### src/design/median_filter_3x3_replicate_core_assert.svh
// Assertion macros for the median filter core.
// They expect clk and rst_n in the scope where they are used.
`ifndef MEDIAN_FILTER_3X3_REPLICATE_CORE_ASSERT_SVH
`define MEDIAN_FILTER_3X3_REPLICATE_CORE_ASSERT_SVH

// expr holds at every clock edge out of reset
`define MF3_ASSERT_ALWAYS(label, expr, msg) \
    label: assert property (@(posedge clk) disable iff (!rst_n) (expr)) \
        else $error(msg);

// cond at an edge implies expr at the same edge
`define MF3_ASSERT_IMPLIES(label, cond, expr, msg) \
    label: assert property (@(posedge clk) disable iff (!rst_n) (cond) |-> (expr)) \
        else $error(msg);

`endif

### src/design/mf3_pkg.sv
package mf3_pkg;

    localparam int PIX_W       = 8;
    localparam int CFG_DATA_W  = 11;
    localparam int CFG_INDEX_W = 1;

    // register indexes
    localparam logic [CFG_INDEX_W-1:0] REG_FRAME_WIDTH  = 1'd0;
    localparam logic [CFG_INDEX_W-1:0] REG_FRAME_HEIGHT = 1'd1;

    localparam logic [CFG_DATA_W-1:0] FRAME_WIDTH_RST  = 11'd640;
    localparam logic [CFG_DATA_W-1:0] FRAME_HEIGHT_RST = 11'd480;

    // action codes
    localparam logic ACT_PIXEL = 1'b0;
    localparam logic ACT_DRAIN = 1'b1;

    // result queue
    localparam int OQ_DEPTH = 8;
    localparam int OQ_AW    = $clog2(OQ_DEPTH);
    localparam int OQ_CW    = $clog2(OQ_DEPTH + 1);

    typedef struct packed {
        logic             action;
        logic [PIX_W-1:0] pixel_in;
    } item_t;

    typedef struct packed {
        logic [PIX_W-1:0] pixel_out;
        logic             frame_last;
    } result_t;

    // one window column: rows above, at and below the center row
    typedef struct packed {
        logic [PIX_W-1:0] top;
        logic [PIX_W-1:0] mid;
        logic [PIX_W-1:0] bot;
    } col_t;

    // same column after sorting
    typedef struct packed {
        logic [PIX_W-1:0] hi;
        logic [PIX_W-1:0] md;
        logic [PIX_W-1:0] lo;
    } sorted_t;

    // per-column control toward the median network
    typedef struct packed {
        logic fire;
        logic first_col;
        logic last_col;
        logic frame_last;
    } col_ctrl_t;

endpackage

### src/design/mf3_median.sv
module mf3_median (
    input  logic                clk,
    input  logic                rst_n,
    input  logic                col_valid,
    input  mf3_pkg::col_t       col,
    input  mf3_pkg::col_ctrl_t  col_ctrl,
    output logic                res_valid,
    output mf3_pkg::result_t    res
);

    function automatic logic [mf3_pkg::PIX_W-1:0] min2(
        input logic [mf3_pkg::PIX_W-1:0] a,
        input logic [mf3_pkg::PIX_W-1:0] b
    );
        return (a < b) ? a : b;
    endfunction

    function automatic logic [mf3_pkg::PIX_W-1:0] max2(
        input logic [mf3_pkg::PIX_W-1:0] a,
        input logic [mf3_pkg::PIX_W-1:0] b
    );
        return (a < b) ? b : a;
    endfunction

    function automatic logic [mf3_pkg::PIX_W-1:0] med3(
        input logic [mf3_pkg::PIX_W-1:0] a,
        input logic [mf3_pkg::PIX_W-1:0] b,
        input logic [mf3_pkg::PIX_W-1:0] c
    );
        logic [mf3_pkg::PIX_W-1:0] lo;
        logic [mf3_pkg::PIX_W-1:0] hi;
        lo = min2(a, b);
        hi = max2(a, b);
        return (c < lo) ? lo : ((c > hi) ? hi : c);
    endfunction

    // window: [0] newest column, [2] oldest
    mf3_pkg::sorted_t   win_reg [3];
    mf3_pkg::sorted_t   col_sorted;
    logic               s2_valid_reg;
    mf3_pkg::col_ctrl_t s2_ctrl_reg;

    mf3_pkg::sorted_t   left_col;
    mf3_pkg::sorted_t   center_col;
    mf3_pkg::sorted_t   right_col;
    logic [mf3_pkg::PIX_W-1:0] lo_max;
    logic [mf3_pkg::PIX_W-1:0] md_med;
    logic [mf3_pkg::PIX_W-1:0] hi_min;

    logic                      s3_valid_reg;
    logic                      s3_last_reg;
    logic [mf3_pkg::PIX_W-1:0] s3_lo_reg;
    logic [mf3_pkg::PIX_W-1:0] s3_md_reg;
    logic [mf3_pkg::PIX_W-1:0] s3_hi_reg;

    // sort the incoming column
    always_comb
    begin
        col_sorted.lo = min2(min2(col.top, col.mid), col.bot);
        col_sorted.hi = max2(max2(col.top, col.mid), col.bot);
        col_sorted.md = med3(col.top, col.mid, col.bot);
    end

    // window shift, one column per counted word
    always_ff @(posedge clk or negedge rst_n)
    begin
        if (!rst_n)
        begin
            win_reg[0]   <= '0;
            win_reg[1]   <= '0;
            win_reg[2]   <= '0;
            s2_valid_reg <= 1'b0;
        end
        else
        begin
            s2_valid_reg <= col_valid && col_ctrl.fire;
            if (col_valid)
            begin
                win_reg[0] <= col_sorted;
                win_reg[1] <= win_reg[0];
                win_reg[2] <= win_reg[1];
            end
        end
    end

    always_ff @(posedge clk)
    begin
        if (col_valid)
        begin
            s2_ctrl_reg <= col_ctrl;
        end
    end

    // border replicate on the left and right, then reduce rows
    always_comb
    begin
        center_col = win_reg[1];
        left_col   = s2_ctrl_reg.first_col ? win_reg[1] : win_reg[2];
        right_col  = s2_ctrl_reg.last_col  ? win_reg[1] : win_reg[0];
        lo_max     = max2(max2(left_col.lo, center_col.lo), right_col.lo);
        md_med     = med3(left_col.md, center_col.md, right_col.md);
        hi_min     = min2(min2(left_col.hi, center_col.hi), right_col.hi);
    end

    always_ff @(posedge clk or negedge rst_n)
    begin
        if (!rst_n)
        begin
            s3_valid_reg <= 1'b0;
        end
        else
        begin
            s3_valid_reg <= s2_valid_reg;
        end
    end

    always_ff @(posedge clk)
    begin
        if (s2_valid_reg)
        begin
            s3_last_reg <= s2_ctrl_reg.frame_last;
            s3_lo_reg   <= lo_max;
            s3_md_reg   <= md_med;
            s3_hi_reg   <= hi_min;
        end
    end

    // final median of the three
    assign res_valid      = s3_valid_reg;
    assign res.pixel_out  = med3(s3_lo_reg, s3_md_reg, s3_hi_reg);
    assign res.frame_last = s3_last_reg;

endmodule

### config.mk
export PLATFORM = sky130hd
export DESIGN_NAME = mf3_median
export DESIGN_NICKNAME = d
export VERILOG_FILES = /design/src/design/median_filter_3x3_replicate_core_assert.svh /design/src/design/mf3_pkg.sv /design/src/design/mf3_median.sv
export SDC_FILE = /design/constraint.sdc
export NUM_CORES = 1
export LEC_CHECK = 0
export ABC_AREA = 0
export BUFFER_PORTS_ARGS = -buffer_cell sky130_fd_sc_hd__clkbuf_2
export CAP_MARGIN = 0
export CORE_UTILIZATION = 67
export CTS_BUF_LIST = sky130_fd_sc_hd__clkbuf_8
export CTS_CLUSTER_SIZE = 14
export DETAILED_ROUTE_END_ITERATION = 10
export GPL_TIMING_DRIVEN = 0
export PLACE_DENSITY_LB_ADDON = 0.25
export SKIP_LAST_GASP = 1
export SLEW_MARGIN = 20
export SYNTH_ARGS = -nofsm -noshare
export SYNTH_HDL_FRONTEND = slang
export SYNTH_SLANG_ARGS = --single-unit
### constraint.sdc
create_clock -name clk -period 12.4 [get_ports clk]
set_clock_uncertainty 0.1 [all_clocks]
set_input_delay 2.48 -clock clk [delete_from_list [all_inputs] [get_ports clk]]
set_output_delay 2.48 -clock clk [all_outputs]
set_load 0.02 [all_outputs]
==> results of run 1 <==
==> per-stage QoR <==
step / area, µm² / utilization [%]
2_1_floorplan: 8080 / -
3_3_place_gp: 8460 / 73.1
3_5_place_dp: 8490 / 73.4
4_1_cts: 8670 / 75.0
5_1_grt: 8670 / 75.0
6_report: 8670 / 75.0
==> power by group <==
group | switching, W | internal, W
clock network | 0.000129 | 0.0000783
registers | 0.0000793 | 0.000458
logic | 0.000753 | 0.000547
==> worst reg2reg max path: stages, from the launching register on <==
cell       delay, ns
edfxtp_1        0.59
clkbuf_1        0.55
clkbuf_1        0.67
mux2_2          0.46
ha_1            0.22
nor4b_1         0.41
o21ai_1         0.16
a21oi_2         0.42
clkbuf_1        0.42
nor2_1          0.09
a21oi_1         0.21
inv_1           0.07
ha_1            0.33
nand4_1         0.12
nor2_1          0.06
a2111oi_0       0.74
o21ai_2         0.35
mux2i_1         0.23
==> cell type report <==
type                            count  share of cell area [%]
Tap cell                          143                    2.06
Clock inverter                      7                   0.707
Buffer                             36                    1.80
Inverter                           77                    3.33
Sequential cell                   102                    31.0
Clock buffer                        9                    1.43
Multi-Input combinational cell    639                    57.0
Timing Repair Buffer               41                    2.65
==> layer usage <==
layer | part of all wire, % | vias to the layer above
li1 | - | 3235
met1 | 42 | 3183
met2 | 48 | 236
met3 | 6.2 | 67
met4 | 4.0 | 0
met5 | 0 | -
==> cells in the mapped netlist, types with 9 or more instances <==
cell type and number:
ha_1 95, mux2i_1 83, inv_1 77, dfrtp_1 74, nand2_1 71, mux2_2 60, a21oi_1 57, nor2_1 53
o21ai_0 43, edfxtp_1 28, nand3_1 24, clkbuf_1 19, o311ai_0 18, a21o_1 16, nor3_1 16, o211ai_1 11
and3_1 9
==> how the worst min path moves through the flow <==
stage / start / to / slack (ns) / cells after the start
6_report: s2_ctrl_reg[0]$_DFFE_PP_ / s3_last_reg$_DFFE_PP_ / 0.35 / 0
3_5_place_dp: s2_ctrl_reg[0]$_DFFE_PP_ / s3_last_reg$_DFFE_PP_ / 0.31 / 0
2_1_floorplan: s2_ctrl_reg[0]$_DFFE_PP_ / s3_last_reg$_DFFE_PP_ / 0.30 / 0
5_1_grt: s2_ctrl_reg[0]$_DFFE_PP_ / s3_last_reg$_DFFE_PP_ / 0.36 / 0
3_3_place_gp: s2_ctrl_reg[0]$_DFFE_PP_ / s3_last_reg$_DFFE_PP_ / 0.32 / 0
4_1_cts: s2_ctrl_reg[0]$_DFFE_PP_ / s3_last_reg$_DFFE_PP_ / 0.36 / 0
==> cell usage in the layout, fill, tap and decap left out, types with 6 or more instances in the layout <==
master    Yosys  routed
buf_1         6       6
inv_1        77      77
nor3_1       16      16
and3_1        9       9
nand2_1      71      71
o311ai_0     18      18
o211ai_1     11      11
clkbuf_2      0      39
o21ai_0      43      43
edfxtp_1     28      28
dfrtp_1      74      74
clkbuf_8      0       9
a21oi_1      57      57
o21bai_1      8       8
nand3_1      24      24
buf_2         8       8
clkbuf_1     19      19
mux2_2       60      60
nor2_1       53      53
o31ai_1       8       8
a21o_1       16      16
ha_1         95      95
mux2i_1      83      83
==> cell families after synthesis <==
| group | count (synthesis) | share of synthesized area, % |
|---|---|---|
| muxes | 143 | 18.6 |
| DFF | 102 | 33.3 |
| and+or+nand+nor | 199 | 11.2 |
| AOI/OAI and AO/OA | 202 | 16.6 |
| adders and majority gates | 95 | 14.7 |
| buffers and inverters | 113 | 5.51 |
==> results.json, run 1 <==
{
  "status": "finished, violations left",
  "violations": "DRC",
  "synth_top_cell_by_area": "dfrtp_1",
  "grt_max_degree": 56,
  "nets": 1032,
  "cp_max_fo": 10,
  "viasPerCell": 6.38,
  "total_leakage_power_nw": 4.21,
  "placed_cells": 1038,
  "path_cells": "ha_1, a211oi_1, o21ai_0, a21oi_1, clkbuf_1, a21oi_1, ha_1, a21oi_1, nand2_1, a221o_1, nor2_2, mux2i_1, clkbuf_2",
  "postSynth.asyncResetShare_pct": 72.5,
  "tns_ns": 0,
  "grt_util_met2_pct": 57.4,
  "worst_pin_slew_ns": 0.902,
  "path_clk_slew_ns": 0.11,
  "total_power_w": 0.00205,
  "vdd_drop_max_uv": 165,
  "reg2reg_from": "s2_ctrl_reg[2]$_DFFE_PP_",
  "grt_use_total_pct": 33.6,
  "post-cts-setup-buffer-count": 0,
  "postCtsResizedCells": 0,
  "drive_gt1_share_pct": 15.6,
  "vias": 6721,
  "final.fill_count": 855,
  "antenna_found_initial": 0,
  "syn_area_per_cell_um2": 9.46,
  "startpoint": "s3_lo_reg[2]$_DFFE_PP_",
  "cts_buffers": 9,
  "fp.coreArea_mm2": 0.0116,
  "areaGrowthSynthToFinish_pct": 7.36,
  "synthFlopType": "dfrtp_1",
  "cts_sinks": 102,
  "cp.required_ns": 9.82,
  "largest_register_ff_count": 48,
  "diodes": 0,
  "start_kind": "flop",
  "use_met3_pct": 6.48,
  "pre_cts_slack_ns": 5.55,
  "route.antenna.remaining_nets": 0,
  "cts_hold_buffers": 0,
  "timing_hold_violations_final": 0,
  "setup_viol": 0,
  "use_met1_pct": 41.5,
  "cts_tree": "yes",
  "chipWidth_um": 112,
  "synth_top_area_share_pct": 22.9,
  "grt_pass1_vias": 6716,
  "gp_congestion": 0.981,
  "hold_path_class": "flop to flop",
  "ys_seq_area_share_pct": 33.3,
  "multiInputGateArea_mm2": 0.00494,
  "whs_ns": 0.346,
  "min_period_over_period_pct": 57.5,
  "htreeDepth": 3,
  "synth-seq-cells": 102,
  "timing.rr.end": "s3_hi_reg[6]$_DFFE_PP_",
  "place_hpwl_um": 16000,
  "cpLargestDelayFamily": "compound AO/OA/AOI/OAI gates",
  "firstDrtPassIters": 8,
  "ys_top_cells_by_area": "dfrtp_1, ha_1, edfxtp_1",
  "drt-wirelength-per-cell_um": 18.8,
  "dr.first_iter.drc_count": 541,
  "clk_latency_ns": 0.39,
  "syn_area_mm2": 0.00808,
  "cts-root-buf": "clkbuf_8",
  "worstSetupPathType": "flop to output port",
  "synthDistinctLibCells": 56,
  "cts_buffer_depth": 2,
  "synth_edf_count": 28,
  "crit_path_end": "res[8]",
  "die_h_um": 112,
  "fmax_mhz": 140,
  "worst-path-stages": 13,
  "crit_path_top_delay_cell": "a21oi_1",
  "rows": 39,
  "wl_um": 19900,
  "period_minus_slack_ns": 7.13,
  "dieArea_mm2": 0.0125,
  "stdcell_count": 1054,
  "port_buffers": 40,
  "ioPinCount": 41,
  "postSynthNetCount": 980,
  "start_util_pct": 69.8,
  "finalWorstSetupSlack_ns": 5.27,
  "cap_viol_max_count": 0,
  "cpMostUsedCell": "a21oi_1",
  "critPathBufInv": 2,
  "cp-end-kind": "output port",
  "rsz0062_at_grt": "no",
  "busiest_layer": "met2",
  "yosysWarningCount": 0,
  "cellPowerDensity_mw_per_mm2": 236,
  "syn_inst": 854,
  "drc": 1,
  "grt_first_pass_wirelength_um": 32700,
  "slew_headroom_pct": 39.8,
  "r2r_slack_ns": 5.92,
  "max_stage_delay_ns": 0.55,
  "crit_arrival_ns": 4.55,
  "grt.overflow.total": 0,
  "final_max_slew_viol_count": 0,
  "r2r_cells": 17,
  "ff_latch_area_mm2": 0.00269
}
No activity file was read; power rests on OpenSTA's default activity.
==> run 2: changes to the inputs <==
--- a/config.mk
+++ b/config.mk
@@ -8,7 +8,7 @@
 export ABC_AREA = 0
 export BUFFER_PORTS_ARGS = -buffer_cell sky130_fd_sc_hd__clkbuf_2
 export CAP_MARGIN = 0
-export CORE_UTILIZATION = 67
+export CORE_UTILIZATION = 64
 export CTS_BUF_LIST = sky130_fd_sc_hd__clkbuf_8
 export CTS_CLUSTER_SIZE = 14
 export DETAILED_ROUTE_END_ITERATION = 10
==> constraint.sdc (replaced) <==
create_clock -name clk -period 7.46 [get_ports clk]
set_clock_uncertainty 0.1 [all_clocks]
set_input_delay 1.492 -clock clk [delete_from_list [all_inputs] [get_ports clk]]
set_output_delay 1.492 -clock clk [all_outputs]
set_load 0.02 [all_outputs]
==> run 2 against run 1 <==
The run now ends clean. Utilization shrank 3.4 points. Clock power grew 65%. Largest power group unchanged. Critical endpoint is now s3_hi_reg[1]$_DFFE_PP_. Via count grew 0.94%. Flip-flop and latch count is the same. Hold slack gained 0.0035 ns.
==> results.json, run 2 (same netlist as run 1, synthesis figures left out) <==
{
  "status": "finished clean",
  "diodes": 0,
  "cts_hold_buffers": 0,
  "slew_headroom_pct": 27.1,
  "grt.overflow.total": 0,
  "final.fill_count": 933,
  "vias": 6784,
  "whs_ns": 0.349,
  "clk_latency_ns": 0.39,
  "fmax_mhz": 153,
  "r2r_slack_ns": 0.94,
  "dieArea_mm2": 0.0131,
  "cellPowerDensity_mw_per_mm2": 394,
  "die_h_um": 114,
  "rows": 40,
  "min_period_over_period_pct": 87.4,
  "crit_arrival_ns": 6.62,
  "p_comb_share_pct": 63.7,
  "intPower_w": 0.00181,
  "timing.rr.end": "s3_hi_reg[1]$_DFFE_PP_",
  "timing_hold_violations_final": 0,
  "firstDrtPassIters": 5,
  "worst_pin_slew_ns": 1.07,
  "drc": 0,
  "postCtsResizedCells": 0,
  "start_util_pct": 66.4,
  "start_kind": "flop",
  "chipWidth_um": 114,
  "setup_viol": 0,
  "hold_path_class": "flop to flop",
  "post-cts-setup-buffer-count": 0,
  "seq_power_share_pct": 26.3,
  "htreeDepth": 3,
  "netSwitchingFraction_pct": 47.3,
  "holdPathStages": 0,
  "cp_max_fo": 10,
  "final_common_cell": "ha_1",
  "path_clk_slew_ns": 0.10,
  "grt_use_total_pct": 34.0,
  "wl_um": 21000,
  "cts_buffers": 9,
  "route.antenna.remaining_nets": 0,
  "cp-end-kind": "flop",
  "period_minus_slack_ns": 6.52,
  "drive_gt1_share_pct": 15.6,
  "drt-wirelength-per-cell_um": 19.5,
  "clkPwrFrac_pct": 10.0,
  "largest_register_ff_count": 48,
  "gp_congestion": 0.942,
  "r2r_cells": 17,
  "worstSetupPathType": "flop to flop",
  "port_buffers": 40,
  "total_leakage_power_nw": 4.20,
  "grt_pass1_vias": 6656,
  "rsz0062_at_grt": "no",
  "holdPathEnd": "s3_last_reg$_DFFE_PP_",
  "grt_first_pass_wirelength_um": 33900,
  "cts-root-buf": "clkbuf_8",
  "vdd_drop_max_uv": 205,
  "reg2reg_from": "s2_ctrl_reg[2]$_DFFE_PP_",
  "final_max_slew_viol_count": 0,
  "ioPinCount": 41,
  "cts_sinks": 102,
  "viasPerCell": 6.29,
  "min_from": "s2_ctrl_reg[0]$_DFFE_PP_",
  "p_sw_w": 0.00162,
  "place_hpwl_um": 16800,
  "tns_ns": 0,
  "dr.first_iter.drc_count": 489,
  "cts_tree": "yes",
  "antenna_found_initial": 0,
  "final_cell_mix": "ha_1, mux2i_1, inv_1",
  "cp.required_ns": 7.56,
  "fp.coreArea_mm2": 0.0122,
  "cap_viol_max_count": 0,
  "grt_max_degree": 47,
  "areaGrowthSynthToFinish_pct": 7.71,
  "nets": 1032,
  "cts_buffer_depth": 2
}
run 2: cell types whose count changed in the layout (fill, tap and decap cells not counted), sizes merged:
cell	before	now
inv	84	80
clkinvlp	0	2
clkbuf	68	69
clkinv	0	1
run 2: worst max-delay path, stage by stage (launching register included):
cell and delay [ns]:
edfxtp_1 0.61, clkbuf_1 0.67, clkbuf_1 0.54, mux2_2 0.43, ha_1 0.22, nor4b_1 0.31
o21ai_1 0.14, a21oi_2 0.43, clkbuf_1 0.40, a21oi_1 0.17, inv_1 0.09, ha_1 0.25
a21o_1 0.17, a21oi_1 0.15, nor2_1 0.05, a2111oi_0 0.92, o21ai_2 0.35, mux2i_1 0.33
run 2: layout make-up:
class / count / area, µm² / share of cell area [%]
well taps: 168 / 210 / 2.42
inverters: 77 / 289 / 3.32
repair buffers: 41 / 223 / 2.56
clock inverters: 6 / 52.6 / 0.604
flip-flops and latches: 102 / 2690 / 30.9
plain buffers: 36 / 156 / 1.80
multi-input cells: 639 / 4940 / 56.8
clock buffers: 10 / 138 / 1.58
run 2: per-stage QoR:
stage	power (W)	instance area [µm²]	instances	setup slack, ns	utilization (%)
floorplan	0.00248	8080	854	2.30	-
global placement	0.00296	8490	1062	1.29	69.8
detailed placement	0.00305	8510	1063	1.13	70.0
CTS	0.00340	8700	1079	1.07	71.5
global route	0.00369	8700	1079	0.533	71.5
finish	0.00343	8700	1079	0.941	71.5
run 2: worst max-delay path by stage:
stage | slack (ns) | cells after the start | to | start
detailed placement | 1.13 | 17 | s3_hi_reg[2]$_DFFE_PP_ | s2_ctrl_reg[2]$_DFFE_PP_
finish | 0.94 | 17 | s3_hi_reg[1]$_DFFE_PP_ | s2_ctrl_reg[2]$_DFFE_PP_
floorplan | 2.30 | 12 | res[2] | s3_lo_reg[2]$_DFFE_PP_
CTS | 1.07 | 17 | s3_hi_reg[1]$_DFFE_PP_ | s2_ctrl_reg[2]$_DFFE_PP_
global placement | 1.29 | 17 | s3_hi_reg[2]$_DFFE_PP_ | s2_ctrl_reg[2]$_DFFE_PP_
global route | 0.53 | 17 | s3_hi_reg[2]$_DFFE_PP_ | s2_ctrl_reg[2]$_DFFE_PP_
run 2: per-layer routing:
layer | GRT usage, % | wire length, µm | up-vias
li1 | - | - | 3229
met1 | 44.3 | 9030 | 3230
met2 | 56.4 | 9960 | 275
met3 | 5.35 | 1280 | 50
met4 | 14.5 | 737 | 0
met5 | 0 | 0 | -
run 2: power groups by stage:
stage                     logic [W]  registers, W  clock network [W]
after floorplan             0.00163      0.000853                  0
after CTS                   0.00216      0.000897           0.000343
after global placement      0.00206      0.000900                  0
after global routing        0.00241      0.000919           0.000363
after detailed placement    0.00214      0.000910                  0
final                       0.00218      0.000903           0.000342
==> run 3: changes to the inputs <==
--- a/config.mk
+++ b/config.mk
@@ -8,8 +8,7 @@
 export ABC_AREA = 0
 export BUFFER_PORTS_ARGS = -buffer_cell sky130_fd_sc_hd__clkbuf_2
 export CAP_MARGIN = 0
-export CORE_UTILIZATION = 64
-export CTS_BUF_LIST = sky130_fd_sc_hd__clkbuf_8
+export CORE_UTILIZATION = 63
 export CTS_CLUSTER_SIZE = 14
 export DETAILED_ROUTE_END_ITERATION = 10
 export GPL_TIMING_DRIVEN = 0
==> run 3 against run 2 <==
Wire length shrank 0.63%. First-iteration DRC count shrank 2.2%. Critical path depth is the same. Hold slack is essentially flat. Sequential power grew 0.6%. Largest cell class unchanged. Largest power group unchanged.
==> results.json, run 3 (same netlist as run 1, synthesis figures left out) <==
{
  "ioPinCount": 41,
  "cts_buffer_depth": 2,
  "viasPerCell": 6.32,
  "die_h_um": 115,
  "tns_ns": 0,
  "route.antenna.remaining_nets": 0,
  "dieArea_mm2": 0.0133,
  "worst_pin_slew_ns": 1.01,
  "stdcell_count": 1079,
  "setup_viol": 0,
  "start_kind": "flop",
  "diodes": 0,
  "hold_path_class": "flop to flop",
  "crit_arrival_ns": 6.52,
  "cp-end-kind": "flop",
  "cts_tree": "yes",
  "period_minus_slack_ns": 6.46,
  "largest_register_ff_count": 48,
  "fp.coreArea_mm2": 0.0123,
  "crit_path_top_delay_cell": "a2111oi_0",
  "final.fill_count": 909,
  "r2r_slack_ns": 1.0,
  "clk_latency_ns": 0.35,
  "pre_cts_slack_ns": 1.23,
  "cap_viol_max_count": 0,
  "cpMostUsedCell": "clkbuf_1",
  "reg2reg_from": "s2_ctrl_reg[2]$_DFFE_PP_",
  "final_max_slew_viol_count": 0,
  "postCtsResizedCells": 0,
  "antenna_found_initial": 0,
  "start_util_pct": 65.9,
  "grt_pass1_vias": 6725,
  "cts_hold_buffers": 0,
  "rows": 40,
  "path_clk_slew_ns": 0.06,
  "dr.first_iter.drc_count": 478,
  "status": "finished clean",
  "cts-root-buf": "clkbuf_16",
  "final_common_cell": "ha_1",
  "rsz0062_at_grt": "no",
  "post-cts-setup-buffer-count": 0,
  "fmax_mhz": 155,
  "holdPathEnd": "s3_last_reg$_DFFE_PP_",
  "max_stage_delay_ns": 0.88,
  "grt_use_total_pct": 33.6,
  "cp.required_ns": 7.51,
  "drc": 0,
  "place_hpwl_um": 16300,
  "vias": 6818,
  "grt.overflow.total": 0,
  "timing_hold_violations_final": 0,
  "cts_sinks": 102,
  "slew_headroom_pct": 30.8,
  "finalWorstSetupSlack_ns": 0.996,
  "drive_gt1_share_pct": 15.3,
  "chipWidth_um": 115,
  "min_period_over_period_pct": 86.7,
  "cellPowerDensity_mw_per_mm2": 404,
  "firstDrtPassIters": 5,
  "htreeDepth": 3,
  "vdd_drop_max_uv": 188,
  "grt_max_degree": 51,
  "holdPathStages": 0,
  "gp_congestion": 0.967,
  "whs_ns": 0.349,
  "placed_cells": 1063,
  "total_leakage_power_nw": 4.26,
  "worstSetupPathType": "flop to flop",
  "timing.rr.end": "s3_hi_reg[3]$_DFFE_PP_",
  "nets": 1032,
  "path_cells": "clkbuf_1, clkbuf_1, mux2_2, ha_1, nor4b_1, o21ai_1, a21oi_2, clkbuf_1, nor2_1, a21oi_1, inv_1, ha_1, nand4_1, nor2_1, a2111oi_0, o21ai_2, mux2i_1",
  "drt-wirelength-per-cell_um": 19.4,
  "final_cell_mix": "ha_1, mux2i_1, inv_1",
  "cp_max_fo": 10,
  "r2r_cells": 17,
  "wl_um": 20900,
  "port_buffers": 40,
  "grt_first_pass_wirelength_um": 34100,
  "cts_buffers": 9,
  "areaGrowthSynthToFinish_pct": 9.20,
  "min_from": "s2_ctrl_reg[0]$_DFFE_PP_"
}
run 3: worst max-delay path, delay by kind of cell, from the launching register on:
family / cells / cell delay, ns
AO/OA/AOI/OAI: 5 / 2.02
adder cells (fa/ha/maj): 2 / 0.54
buffers and inverters: 4 / 1.71
flip-flops: 1 / 0.54
multiplexers: 2 / 0.77
AND/OR/NAND/NOR: 4 / 0.59
run 3: per-layer routing:
layer | part of all wire (%) | wire length [µm] | GRT usage (%)
met2 | 47 | 9900 | 58.4
met1 | 43 | 8920 | 42.2
met4 | 4.2 | 886 | 14.7
met3 | 5.6 | 1170 | 4.01
met5 | 0 | 0 | 0
run 3: worst max-delay path by stage:
stage	to	cells past startpoint	start	slack, ns
final	s3_hi_reg[3]$_DFFE_PP_	17	s2_ctrl_reg[2]$_DFFE_PP_	1.0
after global placement	s3_hi_reg[5]$_DFFE_PP_	17	s2_ctrl_reg[2]$_DFFE_PP_	1.33
after detailed placement	s3_hi_reg[3]$_DFFE_PP_	17	s2_ctrl_reg[2]$_DFFE_PP_	1.23
after global routing	s3_hi_reg[5]$_DFFE_PP_	17	s2_ctrl_reg[2]$_DFFE_PP_	0.60
after CTS	s3_hi_reg[3]$_DFFE_PP_	17	s2_ctrl_reg[2]$_DFFE_PP_	1.16
after floorplan	res[2]	12	s3_lo_reg[2]$_DFFE_PP_	2.30
run 3: final cells by class:
type	count	area, µm²	area share [%]
plain buffers	36	156	1.77
clock buffers	13	262	2.96
flip-flops and latches	102	2690	30.5
repair buffers	41	230	2.61
inverters	77	289	3.28
multi-input cells	639	4940	56.0
well taps	168	210	2.38
clock inverters	3	41.3	0.468
run 3: through the flow:
step / utilization (%) / instance area [µm²] / total power (W)
finish: 71.9 / 8820 / 0.00356
global route: 71.9 / 8820 / 0.00381
global placement: 69.2 / 8490 / 0.00295
CTS: 71.9 / 8820 / 0.00353
detailed placement: 69.5 / 8520 / 0.00303
floorplan: - / 8080 / 0.00248
run 3: power breakdown:
group          internal [W]  total, W  leakage [nW]  switching [W]
clock              0.000281  0.000478         0.149       0.000197
sequential         0.000764  0.000908          1.19       0.000144
combinational      0.000909   0.00217          2.92        0.00127
